File: src/hdl/assert_macros.svh
// Assertion macros shared by the pending pair match table RTL.
// Depends on a clock named clock and a reset named reset in the using module.
`ifndef ASSERT_MACROS_SVH
`define ASSERT_MACROS_SVH

// Invariant that must hold at every clock edge outside reset.
`define PPMT_ASSERT(label, prop, msg) \
   label: assert property (@(posedge clock) disable iff (reset) (prop)) \
      else $error(msg);

// Implication checked at every clock edge outside reset.
`define PPMT_ASSERT_IMP(label, ante, cons, msg) \
   label: assert property (@(posedge clock) disable iff (reset) (ante) |-> (cons)) \
      else $error(msg);

`endif

File: src/hdl/ppmt_ram.sv
// Generic single-port-write, single-port-read RAM with a registered read.
// No dependencies; used for the table, the queue ring and the report buffer.
`default_nettype none

module ppmt_ram #(
   parameter int WIDTH = 8,
   parameter int DEPTH = 16
) (
   input  logic                                         clock,
   input  logic                                         we,
   input  logic [((DEPTH > 1) ? $clog2(DEPTH) : 1)-1:0] waddr,
   input  logic [WIDTH-1:0]                             wdata,
   input  logic [((DEPTH > 1) ? $clog2(DEPTH) : 1)-1:0] raddr,
   output logic [WIDTH-1:0]                             rdata
);

   logic [WIDTH-1:0] mem [DEPTH];

   // Write port and registered read port.
   always_ff @(posedge clock) begin
      if (we) begin
         mem[waddr] <= wdata;
      end
      rdata <= mem[raddr];
   end

endmodule

`default_nettype wire

File: config.mk
export PLATFORM = sky130hd
export DESIGN_NAME = ppmt_ram
export DESIGN_NICKNAME = d
export VERILOG_FILES = /design/src/hdl/assert_macros.svh /design/src/hdl/ppmt_ram.sv
export SDC_FILE = /design/constraint.sdc
export NUM_CORES = 1
export LEC_CHECK = 0
export BUFFER_PORTS_ARGS = -buffer_cell sky130_fd_sc_hd__buf_2
export CAP_MARGIN = 20
export CORE_ASPECT_RATIO = 0.75
export CORE_UTILIZATION = 45
export CTS_CLUSTER_DIAMETER = 120
export DETAILED_ROUTE_END_ITERATION = 6
export PLACE_DENSITY = 0.62
export RECOVER_POWER = 50
export SYNTH_ARGS = -nofsm -noshare
export SYNTH_HDL_FRONTEND = slang
export SYNTH_SLANG_ARGS = --single-unit
export TNS_END_PERCENT = 20
File: constraint.sdc
create_clock -name clock -period 2.03 [get_ports clock]
set_input_delay 0.203 -clock clock [delete_from_list [all_inputs] [get_ports clock]]
set_output_delay 0.203 -clock clock [all_outputs]
set_load 0.05 [all_outputs]
=== Yosys cells after proc, flatten, opt, wreduce, memory -nomap -nowiden ===
Memories as Yosys holds them, arrays and structs flattened. A register that Yosys moved wholly into a read port is not among the register bits.
Cells that the tools add are included.

* Flip-flop bits (word level): 0
* Logic and storage cells: 3
* Bits in latches: 0
* Bits of input ports: 18
* Memories kept: 1
* Memory bits (read-only): 0
* RAM bits: 128

{| class="wikitable"
|+ Memories
! memory !! depth !! bits a word !! rd ports !! clocked after Yosys merged registers in !! write ports !! line !! source
|-
| mem || 16 || 8 || 1 || 1 || 1 || ppmt_ram.sv:17 || <nowiki>logic [WIDTH-1:0] mem [DEPTH];</nowiki>
|}

* $mul: 0
* Magnitude comparators: 0
* Shift-type cells: 0
* Equality and inequality tests: 0
* Reduce and logical (&&, ||, !) cells: 0
* Add/sub/neg operators: 0
* Mux-type cells: 2
* Bitwise gates (word level): 0
* Div/mod/pow operators: 0

{| class="wikitable"
|+ Operators by type and width
! kind !! count
|-
| 1-bit two-way mux || 2
|}

=== Depth between registers and ports, before layout ===
* Depth in word-level cells: 2
* Depth in mapped cells: 5
* Depth with buffers taken out: 3

=== Worst setup path after synthesis ===
Ideal clock, no wire load.

* Kind: input to register
* Start: input port waddr[2] (netlist name)
* End: memory mem[0][0], enable pin
* Library setup time: 383 ps
* Required time: 1,647 ps
* Setup slack: 334 ps
* Path buffers: 0
* Data arrival time: 1,313 ps
* Stages on the path: 2
* Path through: or3b_2 nor3_1

{| class="wikitable"
|+ RTL lines
! item !! line !! source
|-
| start: declaration || ppmt_ram.sv:11 || <nowiki>input logic [((DEPTH > 1) ? $clog2(DEPTH) : 1)-1:0] waddr,</nowiki>
|-
| end: declaration || ppmt_ram.sv:17 ||
|}

Straight into the memory's write port.

==> impl_metrics.py <==
metrics = {
    "cts": {
        "post-cts-setup-buffers": 0,
        "htreeDepth": 4,
        "clock_path_buffers": 2,
        "clk_pin_slew_ns": 0.06,
        "cts_resized": 0,
        "cts.sinks": 136,
        "postCtsHoldBufs": 0,
        "cts_tree": "done",
        "clk_latency_ns": 0.42,
        "cts_buffers": 17,
        "cts-root-buf": "clkbuf_16",
    },
    "timing": {
        "rsz0062_at_grt": "no",
        "tightest_slew_ns": 0.705,
        "slew_headroom": 0.530,
        "fin_crit_sh": 0.686,
        "fin_skew_ns": 0.00440,
        "clock.fmax_mhz": 718,
        "setup_viol": 0,
        "hold_viol_final": 0,
        "final_max_slew_viol_count": 0,
        "hold_ws_ns": 0.204,
        "fin_tns_setup_ns": 0,
        "fin_ws_ns": 0.637,
        "fin_crit_ns": 1.39,
    },
    "pwr": {
        "p_leak_uw": 0.00210,
        "peakVddDrop_v": 0.000671,
        "p_per_area_nw_per_um2": 1110,
    },
    "cells_and_area": {
        "layout-drive-gt1-share": 0.286,
        "final_util": 0.560,
        "areaGrowthSynthToFinish_pct": 19.9,
        "instances_no_fill": 437,
        "n_antenna_cell": 0,
        "nNetsFinal": 302,
    },
    "placement": {
        "dp_cells": 405,
        "gp_congestion": 0.761,
        "io_buffers": 25,
        "dp_slack_ns": 0.320,
        "hpwl_mm": 6.48,
    },
    "yosys": {
        "ys.warnings.count": 0,
        "synthFlopType": "edfxtp_1",
        "synth_area_leaders": "edfxtp_1, mux4_2, mux4_1",
        "synth_edf_count": 128,
        "mappedNetlistArea_um2": 5150,
        "ys_async_sr_fraction": 0,
        "synth_cell_types": 19,
        "ys_seq_elements": 136,
        "synth.top_cell.area_share": 0.747,
        "ys_seq_area_frac": 0.778,
        "syn-num-nets": 247,
        "syn_area_per_cell_um2": 22.5,
        "yosys.area.top_type": "edfxtp_1",
        "synth_cells": 229,
    },
    "route": {
        "firstDrtPassIters": 7,
        "via_count": 2514,
        "ant_nets": 0,
        "route.detailed.drc": 3,
        "wl_per_cell_um": 24.1,
        "drt_iter0_markers": 236,
        "vias_per_cell": 5.75,
        "routed_wl_mm": 10.5,
    },
    "critical_path": {
        "cp-startpoint": "mem[9][3]",
        "path_delay_family": "multiplexers",
        "critical_path_class": "flop to flop",
        "worst_path_max_delay_cell": "mux4_1",
        "arrival_ns": 1.69,
        "crit_fanout": 1,
        "r2r-start": "mem[9][3]",
        "worst-path-buf-inv": 0,
        "critPathLaunchType": "flop",
        "critPathCaptureType": "flop",
        "worstPathRequired_ns": 2.33,
        "worstPathCellList": "mux4_1 > a22oi_1 > nand2_1",
        "cpPeakStageDelay_ns": 0.51,
    },
    "global_routing": {
        "grt_pass1_wl_mm": 15.8,
        "antenna_found_initial": 0,
        "grt_max_degree": 33,
        "track_usage": 0.200,
        "grt.overflow.total": 0,
        "grt_pass1_vias": 2549,
    },
    "die": {
        "row_count": 33,
        "core_area_um2": 11000,
        "die_w_um": 125,
        "die-area_um2": 11900,
        "start_util": 0.467,
        "pin_count": 26,
        "fp.dieH_um": 94.6,
    },
    "run_status": {
        "status": "finished, violations left",
        "violations": "DRC",
    },
    "hold_path": {
        "hold_class": "input pin to flop",
        "min_from": "waddr[1]",
    },
    "flow_run": {
        "maxCapViolCount": 0,
    },
}
## metal layers
metal,vias to the layer above,GRT usage,part of all wire
met5,-,0,0
met2,107,0.294,0.46
met1,1305,0.277,0.45
met4,0,0.101,0.019
li1,1083,-,-
met3,19,0.0538,0.066
## placed cells by master, fill, tap and decap left out
master / count
or3b_2: 1
nor3_1: 4
edfxtp_1: 128
buf_12: 2
nand3_1: 1
clkbuf_8: 1
bufinv_16: 5
nand2b_1: 2
clkinv_1: 1
clkbuf_1: 11
buf_4: 18
clkinv_2: 3
mux4_1: 14
nand3b_1: 2
clkinv_4: 2
buf_2: 16
nor2b_1: 1
and2b_1: 1
a22oi_1: 16
clkbuf_16: 17
and2_1: 1
nand2_1: 9
mux4_2: 18
nor2_1: 13
dfxtp_1: 8
clkinvlp_4: 2
## cells by family after synthesis
logic type	share of synthesized area
flops	0.778
simple gates	0.0318
mux	0.150
compound gates	0.0233
buf+inv	0.0168
## stage by stage
step	total power [uW]	area, um^2
detailed placement	3580	5540
global route	7050	6170
global placement	3570	5540
CTS	6910	6190
finish	6860	6170
floorplan	3440	5150
## registers in the layout (all words and copies together) (netlist names)
name   count
mem      128
rdata      8
## worst register-to-register path: cells and delay by family, from the launching register on
kind / cells / cell delay (ns)
AO/OA/AOI/OAI: 1 / 0.31
flip-flops: 1 / 0.36
multiplexers: 1 / 0.51
AND/OR/NAND/NOR: 1 / 0.09
## final timing paths
check	endpoint	slack [ns]	cells after the start
worst min-delay path	mem[0][5]	0.20	2
worst max-delay path	rdata[3]	0.64	3
worst max register to register	rdata[3]	0.64	3
worst min register to register	rdata[2]	0.69	3
## layout make-up
cell class              instances  area (um^2)
clock inverters                13          201
multi-input cells              83         1060
clock buffers                  19          443
repair buffers                 46          293
fillers                       811         4850
flip-flops and latches        136         4000
well taps                     140          175
## cells in the mapped netlist, types with 2 or more instances
master           instances
buf_2                    3
buf_6                    3
nand2b_1                 2
mux4_2                  18
nand2_1                  9
a22oi_1                 16
edfxtp_1               128
nor2_1                  13
nand3b_1                 2
mux4_1                  14
clkdlybuf4s25_2          3
nor3_1                   4
dfxtp_1                  8
## report_power, final
group          leakage, uW  internal [uW]  switching, uW  total (uW)
registers          0.00122           3140           18.9        3160
logic             0.000561            126            232         358
clock network     0.000310           2200           1140        3340
total              0.00210           5470           1390        6860
Note: power is estimated with default switching activity, not from simulation.
