**config.mk**
```make
export PLATFORM = sky130hd
export DESIGN_NAME = ppmt_hash
export DESIGN_NICKNAME = d
export VERILOG_FILES = /design/src/hdl/assert_macros.svh /design/src/hdl/ppmt_pkg.sv /design/src/hdl/ppmt_hash.sv
export SDC_FILE = /design/constraint.sdc
export NUM_CORES = 2
export LEC_CHECK = 0
export BUFFER_PORTS_ARGS = -buffer_cell sky130_fd_sc_hd__buf_4
export CAP_MARGIN = 10
export CORE_UTILIZATION = 35
export CTS_CLUSTER_SIZE = 10
export DETAILED_ROUTE_END_ITERATION = 12
export PLACE_DENSITY = 0.46
export RECOVER_POWER = 50
export SLEW_MARGIN = 20
export SYNTH_ARGS = -nofsm -noshare
export SYNTH_HDL_FRONTEND = slang
export SYNTH_SLANG_ARGS = --single-unit
export TNS_END_PERCENT = 30
```
**constraint.sdc**
```tcl
create_clock -name clock -period 15.3 [get_ports clock]
set_input_delay 3.06 -clock clock [delete_from_list [all_inputs] [get_ports clock]]
set_output_delay 3.06 -clock clock [all_outputs]
set_load 0.02 [all_outputs]
```
**src/hdl/assert_macros.svh**
```systemverilog
// Assertion macros shared by the pending pair match table RTL.
// Depends on a clock named clock and a reset named reset in the using module.
`ifndef ASSERT_MACROS_SVH
`define ASSERT_MACROS_SVH

// Invariant that must hold at every clock edge outside reset.
`define PPMT_ASSERT(label, prop, msg) \
   label: assert property (@(posedge clock) disable iff (reset) (prop)) \
      else $error(msg);

// Implication checked at every clock edge outside reset.
`define PPMT_ASSERT_IMP(label, ante, cons, msg) \
   label: assert property (@(posedge clock) disable iff (reset) (ante) |-> (cons)) \
      else $error(msg);

`endif

```
**src/hdl/ppmt_pkg.sv**
```systemverilog
// Package for the pending pair match table: sizes, codes and record types.
// No dependencies; imported by the hash unit and the top level.
`default_nettype none

package ppmt_pkg;

   // Table geometry and scan limits.
   localparam int TABLE_BITS  = 10;
   localparam int TSIZE       = 1 << TABLE_BITS;
   localparam int CNT_BITS    = TABLE_BITS + 1;
   localparam int MAX_EXPIRE  = 16;
   localparam int RPT_BITS    = $clog2(MAX_EXPIRE + 1);
   localparam int XB_BITS     = (MAX_EXPIRE > 1) ? $clog2(MAX_EXPIRE) : 1;
   localparam int SCAN_LIMIT  = 4096;
   localparam int SCAN_BITS   = $clog2(SCAN_LIMIT + 1);
   localparam int WINDOW_BITS = 42;

   // Register defaults and the capture length used when snap_len is zero.
   localparam logic [WINDOW_BITS-1:0] WINDOW_RESET = WINDOW_BITS'(5000);
   localparam logic [15:0] SNAP_RESET    = 16'd128;
   localparam logic [15:0] SNAP_ZERO_LEN = 16'd64;

   // Finalizer constants.
   localparam logic [63:0] HASH_C1    = 64'hff51afd7ed558ccd;
   localparam logic [63:0] HASH_C2    = 64'hc4ceb9fe1a85ec53;
   localparam int          HASH_SHIFT = 33;

   // Operation codes.
   localparam logic [1:0] OP_INSERT = 2'd0;
   localparam logic [1:0] OP_REMOVE = 2'd1;
   localparam logic [1:0] OP_EXPIRE = 2'd2;
   localparam logic [1:0] OP_ACK    = 2'd3;

   // Register indexes.
   localparam logic CSR_WINDOW = 1'b0;
   localparam logic CSR_SNAP   = 1'b1;

   typedef enum logic [2:0] {
      ST_NEW, ST_REFRESHED, ST_FULL, ST_MATCHED,
      ST_NOT_FOUND, ST_EXPIRED, ST_SCAN_DONE, ST_ACKED
   } status_type;

   // One table slot.
   typedef struct packed {
      logic [63:0]           key;
      logic [63:0]           tstamp;
      logic [15:0]           cap;
      logic [15:0]           wlen;
      logic [7:0]            port;
      logic [TABLE_BITS-1:0] slab;
   } entry_type;

   // One queue reference: valid bit above a slot number.
   typedef struct packed {
      logic                  valid;
      logic [TABLE_BITS-1:0] slot;
   } fifo_ref_type;

   // One buffered expiry report.
   typedef struct packed {
      entry_type             ent;
      logic [TABLE_BITS-1:0] slot;
   } xrec_type;

   // Result word fields apart from last and live count.
   typedef struct packed {
      status_type            status;
      logic [63:0]           key;
      logic [63:0]           tstamp;
      logic [TABLE_BITS-1:0] slot;
      logic [TABLE_BITS-1:0] slab;
      logic [15:0]           cap;
      logic [15:0]           wlen;
      logic [7:0]            port;
      logic [CNT_BITS-1:0]   acked;
      logic                  ovf;
   } res_type;

endpackage

`default_nettype wire

```
**src/hdl/ppmt_hash.sv**
```systemverilog
// Multi-cycle fingerprint finalizer that yields the home slot of a key.
// Depends on ppmt_pkg; one 32x32 multiplier is reused over three of the four phases per round.
`default_nettype none

module ppmt_hash import ppmt_pkg::*; (
   input  logic                  clock,
   input  logic                  reset,
   input  logic                  start,
   input  logic [63:0]           key,
   output logic                  done,
   output logic [TABLE_BITS-1:0] home
);

   typedef enum logic {H_IDLE, H_RUN} hstate_type;

   hstate_type  hstate_ff, hstate_in;
   logic [1:0]  phase_ff, phase_in;
   logic        round_ff, round_in;
   logic        done_ff, done_in;
   logic [63:0] x_ff, x_in;
   logic [63:0] p0_ff, p0_in;
   logic [31:0] m1_ff, m1_in;
   logic [31:0] m2_ff, m2_in;
   logic [63:0] cst;
   logic [31:0] mul_a;
   logic [31:0] mul_b;
   logic [63:0] mul_out;
   logic [31:0] mid;
   logic [63:0] sum;

   // Operand selection for the shared multiplier; only the low 64 bits matter.
   always_comb begin
      cst     = round_ff ? HASH_C2 : HASH_C1;
      mul_a   = (phase_ff == 2'd2) ? x_ff[63:32] : x_ff[31:0];
      mul_b   = (phase_ff == 2'd1) ? cst[63:32] : cst[31:0];
      mul_out = {32'd0, mul_a} * {32'd0, mul_b};
      mid     = m1_ff + m2_ff;
      sum     = p0_ff + {mid, 32'd0};
   end

   // Phase sequencing: low product, two cross products, then add and xorshift.
   always_comb begin
      hstate_in = hstate_ff;
      phase_in  = phase_ff;
      round_in  = round_ff;
      done_in   = 1'b0;
      x_in      = x_ff;
      p0_in     = p0_ff;
      m1_in     = m1_ff;
      m2_in     = m2_ff;
      case (hstate_ff)
         H_IDLE: begin
            if (start) begin
               x_in      = key ^ (key >> HASH_SHIFT);
               phase_in  = 2'd0;
               round_in  = 1'b0;
               hstate_in = H_RUN;
            end
         end
         H_RUN: begin
            phase_in = phase_ff + 2'd1;
            case (phase_ff)
               2'd0: p0_in = mul_out;
               2'd1: m1_in = mul_out[31:0];
               2'd2: m2_in = mul_out[31:0];
               default: begin
                  x_in = sum ^ (sum >> HASH_SHIFT);
                  if (round_ff) begin
                     done_in   = 1'b1;
                     hstate_in = H_IDLE;
                  end else begin
                     round_in = 1'b1;
                  end
               end
            endcase
         end
         default: hstate_in = H_IDLE;
      endcase
   end

   always_ff @(posedge clock) begin
      if (reset) begin
         hstate_ff <= H_IDLE;
         phase_ff  <= 2'd0;
         round_ff  <= 1'b0;
         done_ff   <= 1'b0;
      end else begin
         hstate_ff <= hstate_in;
         phase_ff  <= phase_in;
         round_ff  <= round_in;
         done_ff   <= done_in;
      end
      x_ff  <= x_in;
      p0_ff <= p0_in;
      m1_ff <= m1_in;
      m2_ff <= m2_in;
   end

   assign done = done_ff;
   assign home = x_ff[TABLE_BITS-1:0];

endmodule

`default_nettype wire
```
## Word-level counts from Yosys, hierarchy flattened

Index checks and enable logic that the tools add are counted.

| storage, ports and cells | value |
|---|---|
| register bits after elaboration | 197 |
| output and inout port bits | 11 |
| bits of input ports | 67 |

| operators by class | value |
|---|---|
| bitwise gates (word level) | 3 |
| muxes and demuxes | 16 |
| add/subtract/negate cells | 3 |
| multipliers | 1 |
| reduce and logical (&&, ||, !) cells | 7 |
| equality and inequality tests | 4 |

Operators with widths:

| cell | number |
|---|---|
| 64-bit 2-to-1 mux | 2 |
| 64-bit case mux with 2 select lines | 1 |
| 64-bit by 31-bit bitwise XOR with 64-bit output | 2 |
| 64-bit adder | 1 |
| 32-bit by 32-bit multiplier with 64-bit output | 1 |
| 32-bit 2-to-1 mux | 2 |
| 62-bit 2-to-1 mux | 1 |
| 32-bit adder | 1 |
| 2-bit AND reduction | 4 |
| 1-bit 2-to-1 mux | 6 |
| 5-bit OR reduction | 1 |
| 2-bit != test, second input constant | 2 |
| 1-bit case mux with 2 select lines | 2 |
| 2-bit case mux with 2 select lines | 1 |
| 3-bit OR reduction | 1 |
| 2-bit by 1-bit adder with 2-bit output, second input constant | 1 |
| 2-bit by 1-bit == test with 1-bit output, second input constant | 1 |
| 2-bit == test, second input constant | 1 |
| 2-bit zero test | 1 |
| 2-bit 2-to-1 mux | 1 |
| 1-bit NOT | 1 |

## Logic depth before layout (Yosys ltp)

| depth | value |
|---|---|
| depth after elaboration | 5 |
| gate-level depth with buffers | 36 |

## Worst setup path before layout

Ideal clock, no wire load.

| timing | value |
|---|---|
| kind | reg2reg |
| start | register phase_ff[0] |
| end | register p0_ff[60], data pin |
| data arrival time | 9076 ps |
| buffers on the path | 4 |
| setup slack | 5950 ps |
| cell stages (with the launch flop) | 34 |
| path through | dfxtp_1 inv_1 ha_1 clkbuf_1 buf_2 buf_2 buf_2 mux2i_1 clkinv_1 nand2_1 fa_1 fa_1 inv_1 fa_1 inv_1 fa_1 inv_1 fa_1 fa_1 fa_1 inv_1 fa_1 inv_1 ha_1 a21o_1 a21o_1 a221o_1 a21o_1 a31oi_4 o21ai_2 o41a_1 a221oi_2 o41ai_1 xor2_1 |

| on the way | value |
|---|---|
| cells in the longest elaborated chain, start to end | 3 |

RTL lines:

| element | RTL line | RTL |
|---|---|---|
| from (decl) | ppmt_hash.sv:17 | `logic [1:0] phase_ff, phase_in;` |
| from (signal assigned) | ppmt_hash.sv:89 | `phase_ff <= phase_in;` |
| 2-bit == test or 2-bit by 1-bit == test with 1-bit output (tied branches) | ppmt_hash.sv:34, ppmt_hash.sv:35 |  |
| 32-bit 2-to-1 mux (on tied branches) | ppmt_hash.sv:34, ppmt_hash.sv:35 |  |
| 32-bit by 32-bit multiplier with 64-bit output * | ppmt_hash.sv:36 | `mul_out = {32'd0, mul_a} * {32'd0, mul_b};` |
| via mul_out[60] | ppmt_hash.sv:27 | `logic [63:0] mul_out;` |
| to (signal assigned) | ppmt_hash.sv:94 | `p0_ff <= p0_in;` |
| to (decl) | ppmt_hash.sv:21 | `logic [63:0] p0_ff, p0_in;` |

The timed path passes the listed nets; every way through them passes the cells marked *.
A chain may end at the register's enable or synchronous reset.

## Final worst setup path

Same ends and word-level chain as after synthesis.

==> metrics.md <==
| Metric | Value |
|---|---|
| Status | `finished, violations left` |
| Violated checks | `max-capacitance violations, max-slew violations` |
| Hold Crit Class | `reg2reg` |
| Synth top area share | `between 30% and 40%` |
| Most frequent cells in the layout | `inv_1, fa_1, ha_1` |
| Slowest stage delay, CP | `roughly 1.8 ns` |
| Htree depth | `4` |
| Clock Skews | `0.0302 ns` |
| Die width | `approximately 340 um` |
| Setup CP Type | `reg2reg` |
| Worst Hold Launch | `p0_ff[31]$_DFFE_PP_` |
| CP required | `about 16 ns` |
| Measured slew at the worst slew-check pin | `3.64 ns` |
| Routed wire length | `139000 um` |
| Final setup viols | `0` |
| Clk_lat worst skew | `approximately 0.5 ns` |
| # clock sinks | `197` |
| Nets@finish | `5320` |
| Synth area leaders | `fa_1, edfxtp_1, ha_1, inv_1, xnor2_1` |
| Syn. warnings | `0` |
| Post-Syn Area | `about 40000 sq um` |
| Arrival @ worst endpoint | `approximately 12 ns` |
| First-pass GRT wire length | `a little over 200000 um` |
| Delay-heaviest family, CP | `adder cells` |
| Worst setup path start | `phase_ff[0]$_SDFFE_PP0P_` |
| Routability cong. | `just under 1` |
| IO Port Bufs | `77` |
| Avg Cell Area, Syn | `roughly 10 sq um` |
| CTS Hold Bufs | `0` |
| Setup Total Neg Slack | `0 ns` |
| Slew Limit Fails | `about 330` |
| Startpoint types | `flop` |
| 1st-pass router iterations | `6` |
| Synthesis-to-finish area growth | `7.24%` |
| Post-Syn Instances | `roughly 4000` |
| Initial antenna violation count | `4` |
| Post-route DRC | `0` |
| Max Cap Violations | `7` |
| Die Height | `342 um` |
| Area of the multi-input gates | `between 30000 and 40000 sq um` |
| Largest net degree at the start of global routing | `65` |
| Total gr overflow | `0` |
| Sequential element share of the synthesized area | `~14%` |
| Crit path buf inv count | `8` |
| Post-CTS Setup Repair Bufs | `0` |
| Antenna Nets Post-Route | `0` |
| Boundary pin count | `around 80` |
| Commonest non-fill, non-tap cell in the layout | `inv_1` |
| Fraction of layout cells with a size suffix above 1 | `5.36%` |
| Vias per cell | `between 5 and 6` |
| Max Root-Sink Buffers | `3` |
| Post-Syn Nets | `5299` |
| CTS tree | `done` |
| Number of global-route vias before repair | `approximately 30000` |
| WL per Instance | `roughly 25 um` |
| Max Fclk | `around 83 MHz` |
| Filler instances | `11667` |
| Seq cells post-synth | `between 150 and 200` |
| Crit-path max FO | `31` |
| Slowest CP cell | `clkbuf_1` |
| Period Utilization, post-route | `a little under 80%` |
| Total number of vias | `~28000` |
| Clock-pin slew on the worst setup and hold paths | `~0.09 ns` |
| Starting Density | `35.3%` |
| Setup crit end kind | `flop` |
| Min Tclk post-route | `between 10 and 15 ns` |
| Unrepaired setup endpoints after global routing | `no` |
| EDFF count, synth | `roughly 190` |
| Root Buffer | `clkbuf_16` |
| Yosys top cell by area | `fa_1` |
| Distinct cells, synth | `82` |
| Post-DP HPWL | `around 120000 um` |
| Final hold violations | `0` |
| Placeable Area | `115000 sq um` |
| Post-CTS resize count | `0` |
| GRT Overall Usage | `about a quarter` |
| Register Area | `between 5000 and 6000 sq um` |
| Ys async rst share | `0%` |
| Rel. slew slack | `-143%` |
| Most frequent CP cell | `fa_1` |
| RR Startpoint | `phase_ff[0]$_SDFFE_PP0P_` |
| Die area | `between 100000 and 150000 sq um` |
| Num CTS Buffers | `25` |
| Row count | `~120` |
| DRT iter0 DRCs | `between 2000 and 2500` |
| Ys flop type | `edfxtp_1` |
==> metal layers <==
layer	up-vias	track usage (%)	wire length, um
li1	12748	-	-
met1	14454	34.5	63400
met2	733	38.9	64600
met3	145	2.51	5990
met4	0	8.02	5270
met5	-	0	0
==> layout make-up <==
type                       instances  share of cell area [%]
antenna                            2                  0.0115
clock buffer                      26                    1.45
clock inverter                     7                   0.159
inverter                         906                    7.84
multi-input combinational       2815                    70.8
sequential                       197                    13.5
tap                             1512                    4.36
timing repair buffer             116                    1.88
==> registers in the layout, indices dropped and copies added (netlist names) <==
signal,count
phase_ff,2
x_ff,64
m2_ff,32
m1_ff,32
done,1
p0_ff,64
round_ff,1
hstate_ff,1
==> worst paths after layout <==
| kind | slack, ns | end | cells after the start |
|---|---|---|---|
| setup / recovery | 3.30 | p0_ff[60]$_DFFE_PP_ | 30 |
| hold / removal | 0.57 | x_ff[31]$_DFFE_PP_ | 1 |
| setup reg to reg | 3.30 | p0_ff[60]$_DFFE_PP_ | 30 |
| hold reg to reg | 0.57 | x_ff[31]$_DFFE_PP_ | 1 |
==> logic make-up after synthesis <==
logic type                 after synthesis  share of synthesized area, %
buffers and inverters                 1028                          9.66
adders and majority gates             1199                          51.5
xor gates and xnor gates               253                          5.58
AOI/OAI and AO/OA                      533                          8.50
muxes                                   63                          1.69
other                                    1                       0.00927
DFF                                    197                          14.5
and+or+nand+nor                        766                          8.57
==> through the flow <==
stage,std cells,util [%],setup slack [ns],cell area (sq um),hold WS [ns]
finish,5581,37.9,3.30,43400,0.566
detailed placement,5546,37.3,4.62,42800,0.553
CTS,5579,37.9,4.64,43400,0.572
global placement,5545,37.3,4.73,42700,0.563
floorplan,4040,-,5.95,40500,0.523
global route,5579,37.9,2.73,43400,0.594
==> synth_stat cells, types with 41 or more instances <==
cell type and instances:
o21ai_0 87, edfxtp_1 192, nand2b_1 45, nand2_1 220, fa_1 779, mux2_2 41
ha_1 413, xnor2_1 164, xor2_1 86, inv_1 896, a21oi_1 168, and2_1 49
clkbuf_1 100, nor2_1 297, a21o_1 110
Power is not shown: default switching activity piles up to over one toggle a cycle in this logic, so the estimate is an artifact.
